File: src/design/b32enc_pkg.sv
// shared types, constants and functions of the bech32 address encoder
`default_nettype none

package b32enc_pkg;

   localparam int PREFIX_MAX_DEF = 8;

   localparam int BYTE_W   = 8;
   localparam int CHAR_W   = 7;
   localparam int SYM_W    = 5;
   localparam int CHK_W    = 30;
   localparam int CARRY_W  = 4;
   localparam int CCNT_W   = 3;
   localparam int BITS_W   = 4;
   localparam int COUNT_W  = 11;
   localparam int TEXT_W   = 64;
   localparam int PLEN_W   = 4;
   localparam int CAP_W    = 10;
   localparam int CSR_IDX_W = 2;
   localparam int CSR_DATA_W = 64;

   localparam logic [COUNT_W-1:0] COUNT_MAX = '1;
   localparam logic [CHAR_W-1:0]  CHAR_SEP  = 7'h31;

   localparam logic [TEXT_W-1:0] PREFIX_TEXT_RST = 64'd25442;
   localparam logic [PLEN_W-1:0] PREFIX_LEN_RST  = 4'd2;
   localparam logic [CAP_W-1:0]  CAPACITY_RST    = 10'd91;

   // register indexes of the control port
   localparam logic [CSR_IDX_W-1:0] CSR_PREFIX_TEXT = 2'd0;
   localparam logic [CSR_IDX_W-1:0] CSR_PREFIX_LEN  = 2'd1;
   localparam logic [CSR_IDX_W-1:0] CSR_CAPACITY    = 2'd2;

   localparam logic [CHK_W-1:0] GEN_POLY [SYM_W] = '{
      30'h3b6a57b2, 30'h26508e6d, 30'h1ea119fa, 30'h3d4233dd, 30'h2a1462b3
   };

   typedef enum logic [2:0] {
      CHK_HOLD,
      CHK_INIT,
      CHK_FOLD,
      CHK_FOLD_FIN,
      CHK_SHIFT
   } chk_op_type;

   typedef struct packed {
      chk_op_type       op;
      logic [SYM_W-1:0] sym;
   } chk_ctl_type;

   // one bch step: shift in a symbol and reduce by the generator
   function automatic logic [CHK_W-1:0] b32_fold(input logic [CHK_W-1:0] cs,
                                                 input logic [SYM_W-1:0] v);
      logic [SYM_W-1:0] top;
      logic [CHK_W-1:0] r;
      top = cs[CHK_W-1 -: SYM_W];
      r = {cs[CHK_W-SYM_W-1:0], v};
      for (int j = 0; j < SYM_W; j++) begin
         if (top[j]) begin
            r = r ^ GEN_POLY[j];
         end
      end
      return r;
   endfunction

   // symbol to character of the bech32 alphabet
   function automatic logic [CHAR_W-1:0] b32_char(input logic [SYM_W-1:0] s);
      logic [CHAR_W-1:0] c;
      case (s)
         5'd0:  c = 7'h71; // q
         5'd1:  c = 7'h70; // p
         5'd2:  c = 7'h7a; // z
         5'd3:  c = 7'h72; // r
         5'd4:  c = 7'h79; // y
         5'd5:  c = 7'h39; // 9
         5'd6:  c = 7'h78; // x
         5'd7:  c = 7'h38; // 8
         5'd8:  c = 7'h67; // g
         5'd9:  c = 7'h66; // f
         5'd10: c = 7'h32; // 2
         5'd11: c = 7'h74; // t
         5'd12: c = 7'h76; // v
         5'd13: c = 7'h64; // d
         5'd14: c = 7'h77; // w
         5'd15: c = 7'h30; // 0
         5'd16: c = 7'h73; // s
         5'd17: c = 7'h33; // 3
         5'd18: c = 7'h6a; // j
         5'd19: c = 7'h6e; // n
         5'd20: c = 7'h35; // 5
         5'd21: c = 7'h34; // 4
         5'd22: c = 7'h6b; // k
         5'd23: c = 7'h68; // h
         5'd24: c = 7'h63; // c
         5'd25: c = 7'h65; // e
         5'd26: c = 7'h36; // 6
         5'd27: c = 7'h6d; // m
         5'd28: c = 7'h75; // u
         5'd29: c = 7'h61; // a
         5'd30: c = 7'h37; // 7
         default: c = 7'h6c; // l
      endcase
      return c;
   endfunction

endpackage

`default_nettype wire

File: src/design/b32enc_req_if.sv
// request channel: payload bytes into the encoder
`default_nettype none

interface b32enc_req_if;
   import b32enc_pkg::*;

   logic              valid;
   logic              ready;
   logic [BYTE_W-1:0] payload_byte;
   logic              final_byte;

   modport source (output valid, output payload_byte, output final_byte, input ready);
   modport sink   (input valid, input payload_byte, input final_byte, output ready);
endinterface

`default_nettype wire

File: src/design/b32enc_rsp_if.sv
// response channel: address characters out of the encoder
`default_nettype none

interface b32enc_rsp_if;
   import b32enc_pkg::*;

   logic              valid;
   logic              ready;
   logic [CHAR_W-1:0] text_char;
   logic              run_end;
   logic              address_done;
   logic              status_code;

   modport source (output valid, output text_char, output run_end,
                   output address_done, output status_code, input ready);
   modport sink   (input valid, input text_char, input run_end,
                   input address_done, input status_code, output ready);
endinterface

`default_nettype wire

File: src/design/b32enc_chk.sv
// bch checksum register with one 5-bit fold per cycle while ctl selects a fold
`default_nettype none

module b32enc_chk (
   input  logic                       clock,
   input  logic                       reset,
   input  b32enc_pkg::chk_ctl_type    ctl,
   output logic [b32enc_pkg::SYM_W-1:0] top_sym
);
   import b32enc_pkg::*;

   logic [CHK_W-1:0] cs_ff;
   logic [CHK_W-1:0] cs_in;

   always_comb begin
      unique case (ctl.op)
         CHK_HOLD:     cs_in = cs_ff;
         CHK_INIT:     cs_in = CHK_W'(1);
         CHK_FOLD:     cs_in = b32_fold(cs_ff, ctl.sym);
         CHK_FOLD_FIN: cs_in = b32_fold(cs_ff, '0) ^ CHK_W'(1);
         CHK_SHIFT:    cs_in = {cs_ff[CHK_W-SYM_W-1:0], {SYM_W{1'b0}}};
         default:      cs_in = cs_ff;
      endcase
   end

   always_ff @(posedge clock) begin
      if (reset) begin
         cs_ff <= CHK_W'(1);
      end else begin
         cs_ff <= cs_in;
      end
   end

   assign top_sym = cs_ff[CHK_W-1 -: SYM_W];

endmodule

`default_nettype wire

File: src/design/bech32_address_encoder.sv
// bech32 address encoder: top level with sequencer, bit regrouping and output register
//
// One request carries one payload byte; the block turns the stream of bytes of one
// address into its bech32 text, one character per response. The first request of an
// address first produces the prefix characters and the separator '1' (prefix_length
// clamped to 1..PREFIX_MAX), the final request adds any zero-padded leftover symbol and
// six checksum characters; run_end marks the last character of each request, and on
// the last checksum character address_done is set and status_code reports whether the
// address plus its terminator exceeds output_capacity (the text is never cut short).
// Every 5-bit symbol passes through one shared checksum fold, one symbol per cycle
// unless the response channel stalls. At the start of an address the high bits of each
// prefix character, a zero and the low bits are folded; at its end six zero symbols are
// folded before the checksum characters are sent. One request is in work at a time.
// Write the control registers only while no address is in progress; they are taken at
// the first and final byte.
`default_nettype none

module bech32_address_encoder #(
   parameter int PREFIX_MAX = b32enc_pkg::PREFIX_MAX_DEF
) (
   input  logic                                clock,
   input  logic                                reset,
   b32enc_req_if.sink                          req_if,
   b32enc_rsp_if.source                        rsp_if,
   input  logic                                csr_we,
   input  logic [b32enc_pkg::CSR_IDX_W-1:0]    csr_index,
   input  logic [b32enc_pkg::CSR_DATA_W-1:0]   csr_wdata
);
   import b32enc_pkg::*;

   localparam int IDX_W = (PREFIX_MAX > 1) ? $clog2(PREFIX_MAX) : 1;

   typedef enum logic [3:0] {
      ST_IDLE,
      ST_PRE_HI,     // fold high bits of each prefix character
      ST_PRE_ZERO,   // fold the zero between the two halves
      ST_PRE_LO,     // fold low bits and send each prefix character
      ST_SEP,        // send the separator
      ST_SYM,        // send the whole 5-bit symbols of the byte
      ST_FLUSH,      // send the zero-padded leftover bits
      ST_ZEROS,      // fold six zero symbols
      ST_CHK         // send the six checksum characters
   } state_type;

   // control registers
   logic [TEXT_W-1:0] prefix_text_ff;
   logic [PLEN_W-1:0] prefix_len_ff;
   logic [CAP_W-1:0]  capacity_ff;

   // sequencer state
   state_type          state_ff, state_in;
   logic [IDX_W-1:0]   idx_ff, idx_in;
   logic [IDX_W-1:0]   last_idx_ff, last_idx_in;
   logic [2:0]         cnt_ff, cnt_in;
   logic               in_message_ff, in_message_in;
   logic [COUNT_W-1:0] count_ff, count_in;
   logic [CARRY_W-1:0] carry_ff, carry_in;
   logic [CCNT_W-1:0]  carry_cnt_ff, carry_cnt_in;
   logic               last_ff, last_in;

   // bit regrouping register: carried bits above the new byte
   logic [CARRY_W+BYTE_W-1:0] data_ff, data_in;
   logic [BITS_W-1:0]         bits_ff, bits_in;

   // response register
   logic              rsp_valid_ff, rsp_valid_in;
   logic [CHAR_W-1:0] rsp_char_ff, rsp_char_in;
   logic              rsp_run_end_ff, rsp_run_end_in;
   logic              rsp_done_ff, rsp_done_in;
   logic              rsp_status_ff, rsp_status_in;

   logic              req_accept;
   logic              slot_free;
   chk_ctl_type       chk_ctl;
   logic [SYM_W-1:0]  chk_top;

   logic [PLEN_W-1:0] plen_eff;
   logic [IDX_W-1:0]  plen_last;
   logic [TEXT_W-1:0] pre_shift;
   logic [BYTE_W-1:0] pre_char;
   logic [CARRY_W+BYTE_W-1:0] sym_shift;
   logic [SYM_W-1:0]  cur_sym;
   logic [SYM_W-1:0]  pad_sym;
   logic [BITS_W-1:0] rem_bits;
   logic [COUNT_W:0]  count_need;

   logic              emit;
   logic [CHAR_W-1:0] emit_char;
   logic              emit_run_end;
   logic              emit_done;
   logic              emit_status;

   b32enc_chk u_chk (
      .clock   (clock),
      .reset   (reset),
      .ctl     (chk_ctl),
      .top_sym (chk_top)
   );

   assign req_if.ready        = (state_ff == ST_IDLE);
   assign req_accept          = req_if.valid && (state_ff == ST_IDLE);
   assign slot_free           = !rsp_valid_ff || rsp_if.ready;

   assign rsp_if.valid        = rsp_valid_ff;
   assign rsp_if.text_char    = rsp_char_ff;
   assign rsp_if.run_end      = rsp_run_end_ff;
   assign rsp_if.address_done = rsp_done_ff;
   assign rsp_if.status_code  = rsp_status_ff;

   // prefix length clamped to 1..PREFIX_MAX
   always_comb begin
      if (prefix_len_ff == '0) begin
         plen_eff = PLEN_W'(1);
      end else if (prefix_len_ff > PLEN_W'(PREFIX_MAX)) begin
         plen_eff = PLEN_W'(PREFIX_MAX);
      end else begin
         plen_eff = prefix_len_ff;
      end
   end
   assign plen_last = IDX_W'(plen_eff - PLEN_W'(1));

   assign pre_shift = prefix_text_ff >> {idx_ff, 3'b000};
   assign pre_char  = pre_shift[BYTE_W-1:0];

   // msb-first symbol from the regrouping register, and the padded leftover
   assign sym_shift = data_ff >> (bits_ff - BITS_W'(SYM_W));
   assign cur_sym   = sym_shift[SYM_W-1:0];
   assign rem_bits  = bits_ff - BITS_W'(SYM_W);
   assign pad_sym   = SYM_W'({1'b0, data_ff[CARRY_W-1:0]} << (3'd5 - bits_ff[2:0]));

   // characters so far plus the final one and its terminator
   assign count_need = {1'b0, count_ff} + (COUNT_W+1)'(2);

   always_comb begin
      state_in      = state_ff;
      idx_in        = idx_ff;
      last_idx_in   = last_idx_ff;
      cnt_in        = cnt_ff;
      in_message_in = in_message_ff;
      count_in      = count_ff;
      carry_in      = carry_ff;
      carry_cnt_in  = carry_cnt_ff;
      last_in       = last_ff;
      data_in       = data_ff;
      bits_in       = bits_ff;
      chk_ctl.op    = CHK_HOLD;
      chk_ctl.sym   = '0;
      emit          = 1'b0;
      emit_char     = '0;
      emit_run_end  = 1'b0;
      emit_done     = 1'b0;
      emit_status   = 1'b0;

      unique case (state_ff)
         ST_IDLE: begin
            if (req_accept) begin
               data_in = {carry_ff, req_if.payload_byte};
               bits_in = BITS_W'(carry_cnt_ff) + BITS_W'(BYTE_W);
               last_in = req_if.final_byte;
               if (!in_message_ff) begin
                  // new address: initialise the checksum, then fold in the prefix
                  chk_ctl.op  = CHK_INIT;
                  idx_in      = '0;
                  last_idx_in = plen_last;
                  count_in    = '0;
                  state_in    = ST_PRE_HI;
               end else begin
                  state_in = ST_SYM;
               end
            end
         end
         ST_PRE_HI: begin
            chk_ctl.op  = CHK_FOLD;
            chk_ctl.sym = SYM_W'(pre_char[BYTE_W-1:SYM_W]);
            if (idx_ff == last_idx_ff) begin
               idx_in   = '0;
               state_in = ST_PRE_ZERO;
            end else begin
               idx_in = idx_ff + IDX_W'(1);
            end
         end
         ST_PRE_ZERO: begin
            chk_ctl.op = CHK_FOLD;
            state_in   = ST_PRE_LO;
         end
         ST_PRE_LO: begin
            if (slot_free) begin
               chk_ctl.op  = CHK_FOLD;
               chk_ctl.sym = pre_char[SYM_W-1:0];
               emit        = 1'b1;
               emit_char   = pre_char[CHAR_W-1:0];
               if (idx_ff == last_idx_ff) begin
                  state_in = ST_SEP;
               end else begin
                  idx_in = idx_ff + IDX_W'(1);
               end
            end
         end
         ST_SEP: begin
            if (slot_free) begin
               emit          = 1'b1;
               emit_char     = CHAR_SEP;
               in_message_in = 1'b1;
               state_in      = ST_SYM;
            end
         end
         ST_SYM: begin
            if (slot_free) begin
               chk_ctl.op  = CHK_FOLD;
               chk_ctl.sym = cur_sym;
               emit        = 1'b1;
               emit_char   = b32_char(cur_sym);
               bits_in     = rem_bits;
               if (rem_bits < BITS_W'(SYM_W)) begin
                  if (last_ff) begin
                     cnt_in   = '0;
                     state_in = (rem_bits != '0) ? ST_FLUSH : ST_ZEROS;
                  end else begin
                     // keep the leftover bits for the next byte
                     emit_run_end = 1'b1;
                     carry_in     = data_ff[CARRY_W-1:0];
                     carry_cnt_in = rem_bits[CCNT_W-1:0];
                     state_in     = ST_IDLE;
                  end
               end
            end
         end
         ST_FLUSH: begin
            if (slot_free) begin
               chk_ctl.op  = CHK_FOLD;
               chk_ctl.sym = pad_sym;
               emit        = 1'b1;
               emit_char   = b32_char(pad_sym);
               state_in    = ST_ZEROS;
            end
         end
         ST_ZEROS: begin
            if (cnt_ff == 3'd5) begin
               chk_ctl.op = CHK_FOLD_FIN;
               cnt_in     = '0;
               state_in   = ST_CHK;
            end else begin
               chk_ctl.op = CHK_FOLD;
               cnt_in     = cnt_ff + 3'd1;
            end
         end
         ST_CHK: begin
            if (slot_free) begin
               emit      = 1'b1;
               emit_char = b32_char(chk_top);
               if (cnt_ff == 3'd5) begin
                  // last character: report capacity and clear for the next address
                  emit_run_end  = 1'b1;
                  emit_done     = 1'b1;
                  emit_status   = (count_need > (COUNT_W+1)'(capacity_ff));
                  chk_ctl.op    = CHK_INIT;
                  cnt_in        = '0;
                  in_message_in = 1'b0;
                  count_in      = '0;
                  carry_in      = '0;
                  carry_cnt_in  = '0;
                  state_in      = ST_IDLE;
               end else begin
                  chk_ctl.op = CHK_SHIFT;
                  cnt_in     = cnt_ff + 3'd1;
               end
            end
         end
         default: begin
            state_in = ST_IDLE;
         end
      endcase

      // response register loads on emit, drains on ready
      rsp_valid_in   = rsp_valid_ff && !rsp_if.ready;
      rsp_char_in    = rsp_char_ff;
      rsp_run_end_in = rsp_run_end_ff;
      rsp_done_in    = rsp_done_ff;
      rsp_status_in  = rsp_status_ff;
      if (emit) begin
         rsp_valid_in   = 1'b1;
         rsp_char_in    = emit_char;
         rsp_run_end_in = emit_run_end;
         rsp_done_in    = emit_done;
         rsp_status_in  = emit_status;
         // saturating character count
         if (!emit_done && (count_ff != COUNT_MAX)) begin
            count_in = count_ff + COUNT_W'(1);
         end
      end
   end

   always_ff @(posedge clock) begin
      if (reset) begin
         prefix_text_ff <= PREFIX_TEXT_RST;
         prefix_len_ff  <= PREFIX_LEN_RST;
         capacity_ff    <= CAPACITY_RST;
         state_ff       <= ST_IDLE;
         idx_ff         <= '0;
         last_idx_ff    <= '0;
         cnt_ff         <= '0;
         in_message_ff  <= 1'b0;
         count_ff       <= '0;
         carry_ff       <= '0;
         carry_cnt_ff   <= '0;
         last_ff        <= 1'b0;
         bits_ff        <= '0;
         rsp_valid_ff   <= 1'b0;
      end else begin
         if (csr_we) begin
            unique case (csr_index)
               CSR_PREFIX_TEXT: prefix_text_ff <= csr_wdata[TEXT_W-1:0];
               CSR_PREFIX_LEN:  prefix_len_ff  <= csr_wdata[PLEN_W-1:0];
               CSR_CAPACITY:    capacity_ff    <= csr_wdata[CAP_W-1:0];
               default: begin
                  // writes beyond the register list are dropped
               end
            endcase
         end
         state_ff       <= state_in;
         idx_ff         <= idx_in;
         last_idx_ff    <= last_idx_in;
         cnt_ff         <= cnt_in;
         in_message_ff  <= in_message_in;
         count_ff       <= count_in;
         carry_ff       <= carry_in;
         carry_cnt_ff   <= carry_cnt_in;
         last_ff        <= last_in;
         bits_ff        <= bits_in;
         rsp_valid_ff   <= rsp_valid_in;
      end
   end

   // payload registers
   always_ff @(posedge clock) begin
      data_ff        <= data_in;
      rsp_char_ff    <= rsp_char_in;
      rsp_run_end_ff <= rsp_run_end_in;
      rsp_done_ff    <= rsp_done_in;
      rsp_status_ff  <= rsp_status_in;
   end

`ifndef SYNTHESIS
   a_done_ends_run: assert property (@(posedge clock) disable iff (reset)
      (rsp_valid_ff && rsp_done_ff) |-> rsp_run_end_ff)
      else $error("address_done without run_end");

   a_status_on_done: assert property (@(posedge clock) disable iff (reset)
      (rsp_valid_ff && rsp_status_ff) |-> rsp_done_ff)
      else $error("status_code set before the final character");

   a_final_clears: assert property (@(posedge clock) disable iff (reset)
      (state_ff == ST_CHK && slot_free && cnt_ff == 3'd5)
      |=> (!in_message_ff && state_ff == ST_IDLE && count_ff == '0))
      else $error("state not cleared after the final character");

   a_bits_range: assert property (@(posedge clock) disable iff (reset)
      (state_ff == ST_SYM) |-> (bits_ff >= BITS_W'(SYM_W) && bits_ff <= BITS_W'(12)))
      else $error("regrouping bit count out of range");
`endif

endmodule

`default_nettype wire
File: src/flat_wrapper.sv
// flat-port wrapper written by rule: the top's interface ports become plain ports
module bech32_address_encoder_flat import b32enc_pkg::*;
#(
   parameter int PREFIX_MAX = b32enc_pkg::PREFIX_MAX_DEF
)
  (clock, reset, csr_we, csr_index, csr_wdata, req_if_valid, req_if_payload_byte, req_if_final_byte, req_if_ready, rsp_if_valid, rsp_if_text_char, rsp_if_run_end, rsp_if_address_done, rsp_if_status_code, rsp_if_ready);
  b32enc_req_if req_if_i ();
  b32enc_rsp_if rsp_if_i ();
  input  logic clock;
  input  logic reset;
  input  logic csr_we;
  input  logic [b32enc_pkg::CSR_IDX_W-1:0] csr_index;
  input  logic [b32enc_pkg::CSR_DATA_W-1:0] csr_wdata;
  input wire logic [$bits(req_if_i.valid)-1:0] req_if_valid;
  input wire logic [$bits(req_if_i.payload_byte)-1:0] req_if_payload_byte;
  input wire logic [$bits(req_if_i.final_byte)-1:0] req_if_final_byte;
  output wire logic [$bits(req_if_i.ready)-1:0] req_if_ready;
  output wire logic [$bits(rsp_if_i.valid)-1:0] rsp_if_valid;
  output wire logic [$bits(rsp_if_i.text_char)-1:0] rsp_if_text_char;
  output wire logic [$bits(rsp_if_i.run_end)-1:0] rsp_if_run_end;
  output wire logic [$bits(rsp_if_i.address_done)-1:0] rsp_if_address_done;
  output wire logic [$bits(rsp_if_i.status_code)-1:0] rsp_if_status_code;
  input wire logic [$bits(rsp_if_i.ready)-1:0] rsp_if_ready;
  assign req_if_i.valid = req_if_valid;
  assign req_if_i.payload_byte = req_if_payload_byte;
  assign req_if_i.final_byte = req_if_final_byte;
  assign req_if_ready = req_if_i.ready;
  assign rsp_if_valid = rsp_if_i.valid;
  assign rsp_if_text_char = rsp_if_i.text_char;
  assign rsp_if_run_end = rsp_if_i.run_end;
  assign rsp_if_address_done = rsp_if_i.address_done;
  assign rsp_if_status_code = rsp_if_i.status_code;
  assign rsp_if_i.ready = rsp_if_ready;
  bech32_address_encoder #(.PREFIX_MAX(PREFIX_MAX)) u_core (.clock(clock), .reset(reset), .req_if(req_if_i), .rsp_if(rsp_if_i), .csr_we(csr_we), .csr_index(csr_index), .csr_wdata(csr_wdata));
endmodule
File: config.mk
export PLATFORM = sky130hd
export DESIGN_NAME = bech32_address_encoder_flat
export DESIGN_NICKNAME = d
export VERILOG_FILES = /design/src/design/b32enc_pkg.sv /design/src/design/b32enc_req_if.sv /design/src/design/b32enc_rsp_if.sv /design/src/design/b32enc_chk.sv /design/src/design/bech32_address_encoder.sv /design/src/flat_wrapper.sv
export SDC_FILE = /design/constraint.sdc
export NUM_CORES = 1
export LEC_CHECK = 0
export ABC_CLOCK_PERIOD_IN_PS = 3240
export BUFFER_PORTS_ARGS = -buffer_cell sky130_fd_sc_hd__buf_2
export CORE_MARGIN = 2
export CORE_UTILIZATION = 45
export CTS_BUF_LIST = sky130_fd_sc_hd__clkbuf_2 sky130_fd_sc_hd__clkbuf_4 sky130_fd_sc_hd__clkbuf_8
export DETAILED_ROUTE_END_ITERATION = 8
export GPL_TIMING_DRIVEN = 0
export MAX_ROUTING_LAYER = met4
export PLACE_DENSITY = 0.76
export REMOVE_ABC_BUFFERS = 1
export SKIP_LAST_GASP = 1
export SYNTH_ARGS = -nofsm -noshare
export SYNTH_HDL_FRONTEND = slang
export SYNTH_HIERARCHICAL = 1
export SYNTH_SLANG_ARGS = --single-unit
File: constraint.sdc
create_clock -name clock -period 3.24 [get_ports clock]
set_input_delay 0.324 -clock clock [delete_from_list [all_inputs] [get_ports clock]]
set_output_delay 0.324 -clock clock [all_outputs]
set_load 0.02 [all_outputs]
* Word level (Yosys, flattened, before mapping) *
Memory sizes are Yosys's and may differ from the RTL's. A register that Yosys moved wholly into a read port is not among the register bits.
Index checks and enable logic that the tools add are counted.

storage, ports and cells
  register bits = 168
  memory bits (read-only) = 576
  input bits = 80
  output and inout port bits = 12
  logic and storage cells = 213
  memories = 3

memory list
  memory            words  bits a word  read ports  clocked after Yosys merged registers in  wr ports  RTL line          text
  (name not given)  32     6            1           0                                        0         b32enc_pkg.sv:69  case (s)
  (name not given)  32     6            1           0                                        0         b32enc_pkg.sv:69
  (name not given)  32     6            1           1                                        0         b32enc_pkg.sv:69

cells by class
  $add $sub $neg = 8
  order comparisons = 3
  eq/ne operators = 32
  shifts and indexed selects = 3
  multiplexer cells = 101
  bitwise operators = 12
  reductions and logical operators = 31

operators by type and width
  cell                                                    count
  two-way mux 30 bit                                      17
  one-hot mux 30 bit (4 select lines)                     1
  two-way mux 4 bit                                       17
  two-way mux 11 bit                                      6
  >> shifter 64 x 6 -> 8 bit                              1
  two-way mux 3 bit                                       21
  two-way mux 29 bit                                      2
  two-way mux 7 bit                                       7
  inverter 18 bit                                         2
  one-hot mux 4 bit (9 select lines)                      1
  one-hot mux 7 bit (5 select lines)                      1
  inverter 17 bit                                         2
  inverter 16 bit                                         2
  inverter 14 bit                                         2
  inverter 13 bit                                         2
  inequality test 2 x 1 -> 1 bit (second input constant)  12
  one-hot mux 11 bit (2 select lines)                     1
  one-hot mux 3 bit (7 select lines)                      1
  one-hot mux 5 bit (4 select lines)                      1
  one-hot mux 3 bit (3 select lines)                      2
  equality test 4 x 3 -> 1 bit (second input constant)    4
  one-hot mux 4 bit (2 select lines)                      2
  two-way mux 1 bit                                       15
  adder 11 x 2 -> 12 bit (second input constant)          1
  43 further kinds                                        67

* Longest topological paths before layout *
  word-level depth = 22
  mapped depth = 16

* Cells and area by module *
The synthesis kept the hierarchy.

modules (own cells, without submodules)
  module                  instances  cells each  area each (sq um)  sequential area each (sq um)
  bech32_address_encoder  1          967         7935.1             2982.9
  b32enc_chk              1          207         1850.5             600.6

* Least setup slack after synthesis *
No wires, ideal clock.

  kind = reg-to-reg
  from = register u_core.state_ff[0]
  to = register u_core.u_chk.cs_ff[16]
  setup time = 0.128 ns
  data arrival time = 3.418 ns
  setup slack = -0.306 ns
  cell stages (with the launch flop) = 15
  clock period less this slack = 3.546 ns
  path through = dfxtp_1 > buf_2 > nor4_1 > and2_1 > clkbuf_1 > nor2b_1 > buf_2 > nor2_1 > nand2_1 > clkbuf_1 > or3b_1 > clkbuf_1 > o21ai_0 > a222oi_1 > nor2_1

RTL lines
  item                    RTL line                       text
  start, declared         bech32_address_encoder.sv:51   state_type state_ff, state_in;
  start signal, assigned  bech32_address_encoder.sv:320  state_ff <= state_in;
  end signal, assigned    b32enc_chk.sv:30               cs_ff <= cs_in;
  end, declared           b32enc_chk.sv:12               logic [CHK_W-1:0] cs_ff;

* Worst setup path after layout *
  from = register u_core.bits_ff[0]
  to = register u_core.rsp_char_ff[2] (netlist: u_core/rsp_if.text_char[2]), data pin

on the way
  word-level cells in the longest chain between the ends = 5

ends and longest elaborated chain
  item                                                                            RTL line                                                      text
  start, declared                                                                 bech32_address_encoder.sv:63                                  logic [BITS_W-1:0] bits_ff, bits_in;
  start signal, assigned                                                          bech32_address_encoder.sv:329                                 bits_ff <= bits_in;
  subtractor 4 x 3 -> 4 bit / subtractor 3 bit (equally long branches)            bech32_address_encoder.sv:126, bech32_address_encoder.sv:129
  >> shifter 12 x 4 -> 5 bit / left shift 4 x 3 -> 5 bit (equally long branches)  bech32_address_encoder.sv:126, bech32_address_encoder.sv:129
  memory (32 x 6 bit)                                                             n/a
  two-way mux 7 bit (on tied branches)                                            bech32_address_encoder.sv:208, bech32_address_encoder.sv:229
  one-hot mux 7 bit (5 select lines) (*)                                          bech32_address_encoder.sv:154                                 unique case (state_ff)
  named net u_core.emit_char[2]                                                   bech32_address_encoder.sv:88                                  logic [CHAR_W-1:0] emit_char;
  end signal, assigned                                                            bech32_address_encoder.sv:337                                 rsp_char_ff <= rsp_char_in;
  end, declared                                                                   bech32_address_encoder.sv:67                                  logic [CHAR_W-1:0] rsp_char_ff, rsp_char_in;

The timed path passes the listed nets; every way through them passes the cells marked *.
A chain may end at the register's enable or synchronous reset.

==> implementation parameters <==
Parameter                              Value

Yosys
  Area share of the leading cell type in the synthesized netlist ... 29.9%
  Cell count after synthesis ... 1174
  Predominant post-synthesis flop cell ... sky130_fd_sc_hd__dfxtp_1
  Average cell area after synthesis ... 8.34 µm²
  Main area contributors after synthesis ... sky130_fd_sc_hd__dfxtp_1, sky130_fd_sc_hd__nand2_1, sky130_fd_sc_hd__edfxtp_1
  Synth Register Bits ... 168
  Proportion of synthesized chip area in sequential cells ... 36.6%
  Distinct cells, synth ... 85
  Synth async-reset ratio ... 0%
  EDFF count, synth ... 22
  Leading area contributor after synthesis ... sky130_fd_sc_hd__dfxtp_1
  Cell area after technology mapping ... 9790 µm²
  Synth warn ... 6

Power
  P_int ... 3.93 mW
  Worst vdd ir ... 0.326 mV
  Flop pwr share ... 41.5%
  Cell area power density ... 583 nW/µm²
  Combinational fraction of design power ... 33.1%
  Switching portion of total power ... 37.9%
  Switching power ... 2.40 mW
  Fraction of power consumed by the clock network ... 25.4%
  Leakage component of the power ... 4.00 nW

Global routing
  Met2 usage in global routing ... 33.5%
  Remaining global-route overflow ... 0
  Global route hottest layer ... met2
  Largest net degree at the start of global routing ... 125
  Overall routing resource usage ... 21.3%
  Global routing usage on met1 ... 28.3%
  Number of global-route vias before repair ... 7847
  Global routing usage on met3 ... 3.89%
  Wire length of the first global-routing pass ... 38.3 mm
  Antenna violations before repair ... 0

Detailed routing
  Total routed wirelength ... 23.7 mm
  Residual DRC ... 0
  Remaining number of nets flagged by the antenna check after routing ... 0
  First-pass iteration count of the detailed router ... 7
  Average detailed-routed wire length per instance ... 15.9 µm
  Post-DR vias/cell ... 5.80
  Via Count ... 8654
  Iteration-0 DRC Markers ... 942

Setup path
  Type of destination of the critical path ... flop
  Critical Path Slowest Stage Cell ... sky130_fd_sc_hd__mux4_2
  Reg-to-reg startpoint ... u_core/bits_ff[0]
  Category of the most critical setup path ... reg2reg
  Arrival time reported for the critical path endpoint ... 3.30 ns
  Largest stage delay on the critical path ... 0.52 ns
  Max FO, Critical Path ... 15
  List of cells traversed by the critical path ... inv_2 > ha_4 > buf_4 > mux4_2 > a21oi_1 > a21o_1 > xnor2_1 > a311oi_1 > o211ai_1
  Setup slack, reg-to-reg ... 0.14 ns
  Reg-to-reg critical path endpoint ... u_core/rsp_if.text_char[2]
  Nature of the critical path startpoint ... flop
  Critical path required time ... 3.44 ns
  Startpoint of the most critical setup path ... u_core/bits_ff[0]
  Capture point of the critical path ... u_core/rsp_if.text_char[2]
  Cell count of the worst reg-to-reg path ... 9

Place
  Routability Congestion ... 0.937
  Worst slack after detailed placement ... -0.984 ns
  Count of buffers inserted at the top-level ports ... 91
  Area of placed instances ... 10200 µm²
  Detail Placement HPWL ... 16.2 mm

Layout
  Core utilization of the finished layout ... 51.3%
  Proportion of layout cells with a drive suffix above 1 ... 17.6%
  P&R area growth vs syn ... 10.9%
  Post-layout net count ... 1304
  Number of inserted diodes ... 0
  Design Area, Final ... 10900 µm²

Clock tree
  Number of buffers on the longest clock path ... 2
  CTS buffer count ... 17
  H-Tree Depth ... 4
  Clock tree from TritonCTS ... yes
  Clock latency on the worst-skew pair ... 0.46 ns
  Clk slew on worst S/H paths ... 0.09 ns
  Root Buffer Master ... sky130_fd_sc_hd__clkbuf_8
  Num Clock Sinks ... 168

Floorplan
  Initial core utilization ... 46.3%
  Count of standard-cell rows ... 53
  Die width ... 151 µm
  Number of primary I/O pins ... 92
  Floorplan Core Area ... 21200 µm²
  Total die area ... 22900 µm²
  Vert. Die Dim ... 151 µm

Timing
  Actual slew at the worst max-slew pin ... 1.29 ns
  Final setup TNS ... 0 ns
  Maximum clock skew at final layout ... 0.00934 ns
  Number of endpoints with negative hold slack in the final report ... 0
  Final worst-path cycle share ... 95.7%
  Max Transition Viols Final ... 0
  Achievable frequency ... 323 MHz
  Final number of setup-violating endpoints ... 0
  Minimum clock period ... 3.10 ns
  Slew HR ... 13.5%
  Worst path setup slack after routing ... 0.140 ns

Job
  Max Cap Violations ... 0

Status
  Outcome ... finished clean

Min path
  Worst hold path class ... in2reg
worst min-delay path by stage:
stage                                     to  cells past startpoint  slack, ns              startpoint
after floorplan            u_core/bits_ff[0]                      1       0.39                   reset
after global placement    u_core/data_ff[10]                      0       0.42      u_core/carry_ff[2]
after detailed placement  u_core/data_ff[10]                      0       0.42      u_core/carry_ff[2]
after CTS                  u_core/data_ff[4]                      1     0.0008  req_if_payload_byte[4]
after global routing       u_core/data_ff[5]                      1     0.0009  req_if_payload_byte[5]
final                      u_core/data_ff[3]                      1       0.03  req_if_payload_byte[3]
routing by layer:
metal	vias to the layer above	routed length, µm
li1	4236	-
met1	4060	10500
met2	327	11200
met3	31	1600
met4	0	352
met5	-	0
metrics by stage:
step / hold WS, ns / power [mW] / std cells
6_report: 0.0319 / 6.33 / 1493
3_5_place_dp: 0.420 / 4.62 / 1453
2_1_floorplan: 0.393 / 3.99 / 1081
4_1_cts: 0.000783 / 6.27 / 1486
3_3_place_gp: 0.416 / 4.53 / 1447
5_1_grt: 0.000949 / 6.68 / 1493
area by class of cell:
class | instances | area (µm²)
fill | 1911 | 10300
multi-input combinational | 889 | 5780
sequential | 168 | 3600
timing repair buffer | 105 | 619
tap | 275 | 344
clock buffer | 17 | 234
clock inverter | 15 | 188
inverter | 24 | 90.1
synthesized netlist by cell type (9+ instances only):
| master | count |
|---|---|
| sky130_fd_sc_hd__nand3_1 | 25 |
| sky130_fd_sc_hd__edfxtp_1 | 22 |
| sky130_fd_sc_hd__o21ai_0 | 43 |
| sky130_fd_sc_hd__clkbuf_1 | 50 |
| sky130_fd_sc_hd__nand3b_1 | 18 |
| sky130_fd_sc_hd__o21ai_1 | 13 |
| sky130_fd_sc_hd__dfxtp_1 | 146 |
| sky130_fd_sc_hd__mux2i_1 | 23 |
| sky130_fd_sc_hd__inv_1 | 23 |
| sky130_fd_sc_hd__mux4_2 | 20 |
| sky130_fd_sc_hd__a222oi_1 | 10 |
| sky130_fd_sc_hd__ha_1 | 19 |
| sky130_fd_sc_hd__buf_4 | 13 |
| sky130_fd_sc_hd__nand2_1 | 203 |
| sky130_fd_sc_hd__a21o_1 | 12 |
| sky130_fd_sc_hd__a22oi_1 | 13 |
| sky130_fd_sc_hd__mux2_2 | 15 |
| sky130_fd_sc_hd__nand2b_1 | 18 |
| sky130_fd_sc_hd__a31oi_1 | 14 |
| sky130_fd_sc_hd__nor2_1 | 99 |
| sky130_fd_sc_hd__o211ai_1 | 9 |
| sky130_fd_sc_hd__buf_2 | 18 |
| sky130_fd_sc_hd__xor2_1 | 19 |
| sky130_fd_sc_hd__nor2b_1 | 18 |
| sky130_fd_sc_hd__a21oi_1 | 131 |
| sky130_fd_sc_hd__xnor2_1 | 26 |
| sky130_fd_sc_hd__o22ai_1 | 10 |
| sky130_fd_sc_hd__nor3_1 | 15 |
power by group through the flow:
stage               clock network (mW)  logic (mW)  registers (mW)
detailed placement                   0        1.97            2.66
finish                            1.61        2.09            2.62
global placement                     0        1.88            2.65
floorplan                            0        1.37            2.62
global route                      1.73        2.28            2.67
CTS                               1.65        2.01            2.61
kinds of logic after synthesis:
family,after synthesis,synth area share (%)
AOI/OAI and AO/OA,316,20.3
buffers and inverters,117,5.52
and+or+nand+nor,442,20.6
adders and majority gates,19,2.43
DFF,168,36.6
xor gates and xnor gates,52,5.59
muxes,60,8.91
critical path, delay by kind of cell (launching register included):
kind | cells | cell delay [ns]
buffers and inverters | 2 | 0.32
muxes | 1 | 0.52
xor gates and xnor gates | 1 | 0.17
adders and majority gates | 1 | 0.42
DFF | 1 | 0.48
AOI/OAI and AO/OA | 4 | 0.91
state kept, by name, indices dropped and copies added (netlist names), 3 cells and up:
signal	count
u_core/rsp_if.text_char	7
u_core/idx_ff	3
u_core/cnt_ff	3
u_core/u_chk/cs_ff	30
u_core/last_idx_ff	3
u_core/carry_cnt_ff	3
u_core/data_ff	12
u_core/state_ff	4
u_core/prefix_len_ff	4
u_core/prefix_text_ff	64
u_core/bits_ff	4
u_core/count_ff	11
u_core/carry_ff	4
u_core/capacity_ff	10
layout by cell type, fill, tap and decap left out, types with 8 or more instances in the layout:
cell type / count
sky130_fd_sc_hd__a22oi_1: 13
sky130_fd_sc_hd__o22ai_1: 10
sky130_fd_sc_hd__nand3_1: 25
sky130_fd_sc_hd__mux2_2: 15
sky130_fd_sc_hd__nand3b_1: 18
sky130_fd_sc_hd__nand2b_1: 18
sky130_fd_sc_hd__nor2_1: 98
sky130_fd_sc_hd__a21oi_1: 130
sky130_fd_sc_hd__o21ai_1: 13
sky130_fd_sc_hd__nor2b_1: 16
sky130_fd_sc_hd__edfxtp_1: 22
sky130_fd_sc_hd__buf_2: 90
sky130_fd_sc_hd__mux4_2: 20
sky130_fd_sc_hd__a222oi_1: 10
sky130_fd_sc_hd__ha_1: 18
sky130_fd_sc_hd__mux2i_1: 23
sky130_fd_sc_hd__dfxtp_1: 139
sky130_fd_sc_hd__nor3_1: 14
sky130_fd_sc_hd__a31oi_1: 14
sky130_fd_sc_hd__inv_1: 23
sky130_fd_sc_hd__nand2_1: 202
sky130_fd_sc_hd__clkbuf_8: 18
sky130_fd_sc_hd__o21ai_0: 43
sky130_fd_sc_hd__a21o_1: 11
sky130_fd_sc_hd__o211ai_1: 9
sky130_fd_sc_hd__xnor2_1: 24
sky130_fd_sc_hd__xor2_1: 18
sky130_fd_sc_hd__a211oi_1: 8
timing repair:
action | in CTS | in global routing
gates resized for setup | 19 | 11
pin swaps | 2 | 2
endpoints found under the setup margin | 49 | 37
setup buffers | 1 | 7
hold buffers | 0 | 0
cloned | 0 | 0
hold endpoints to repair | 0 | 0
Power figures use the tool's default switching activity.
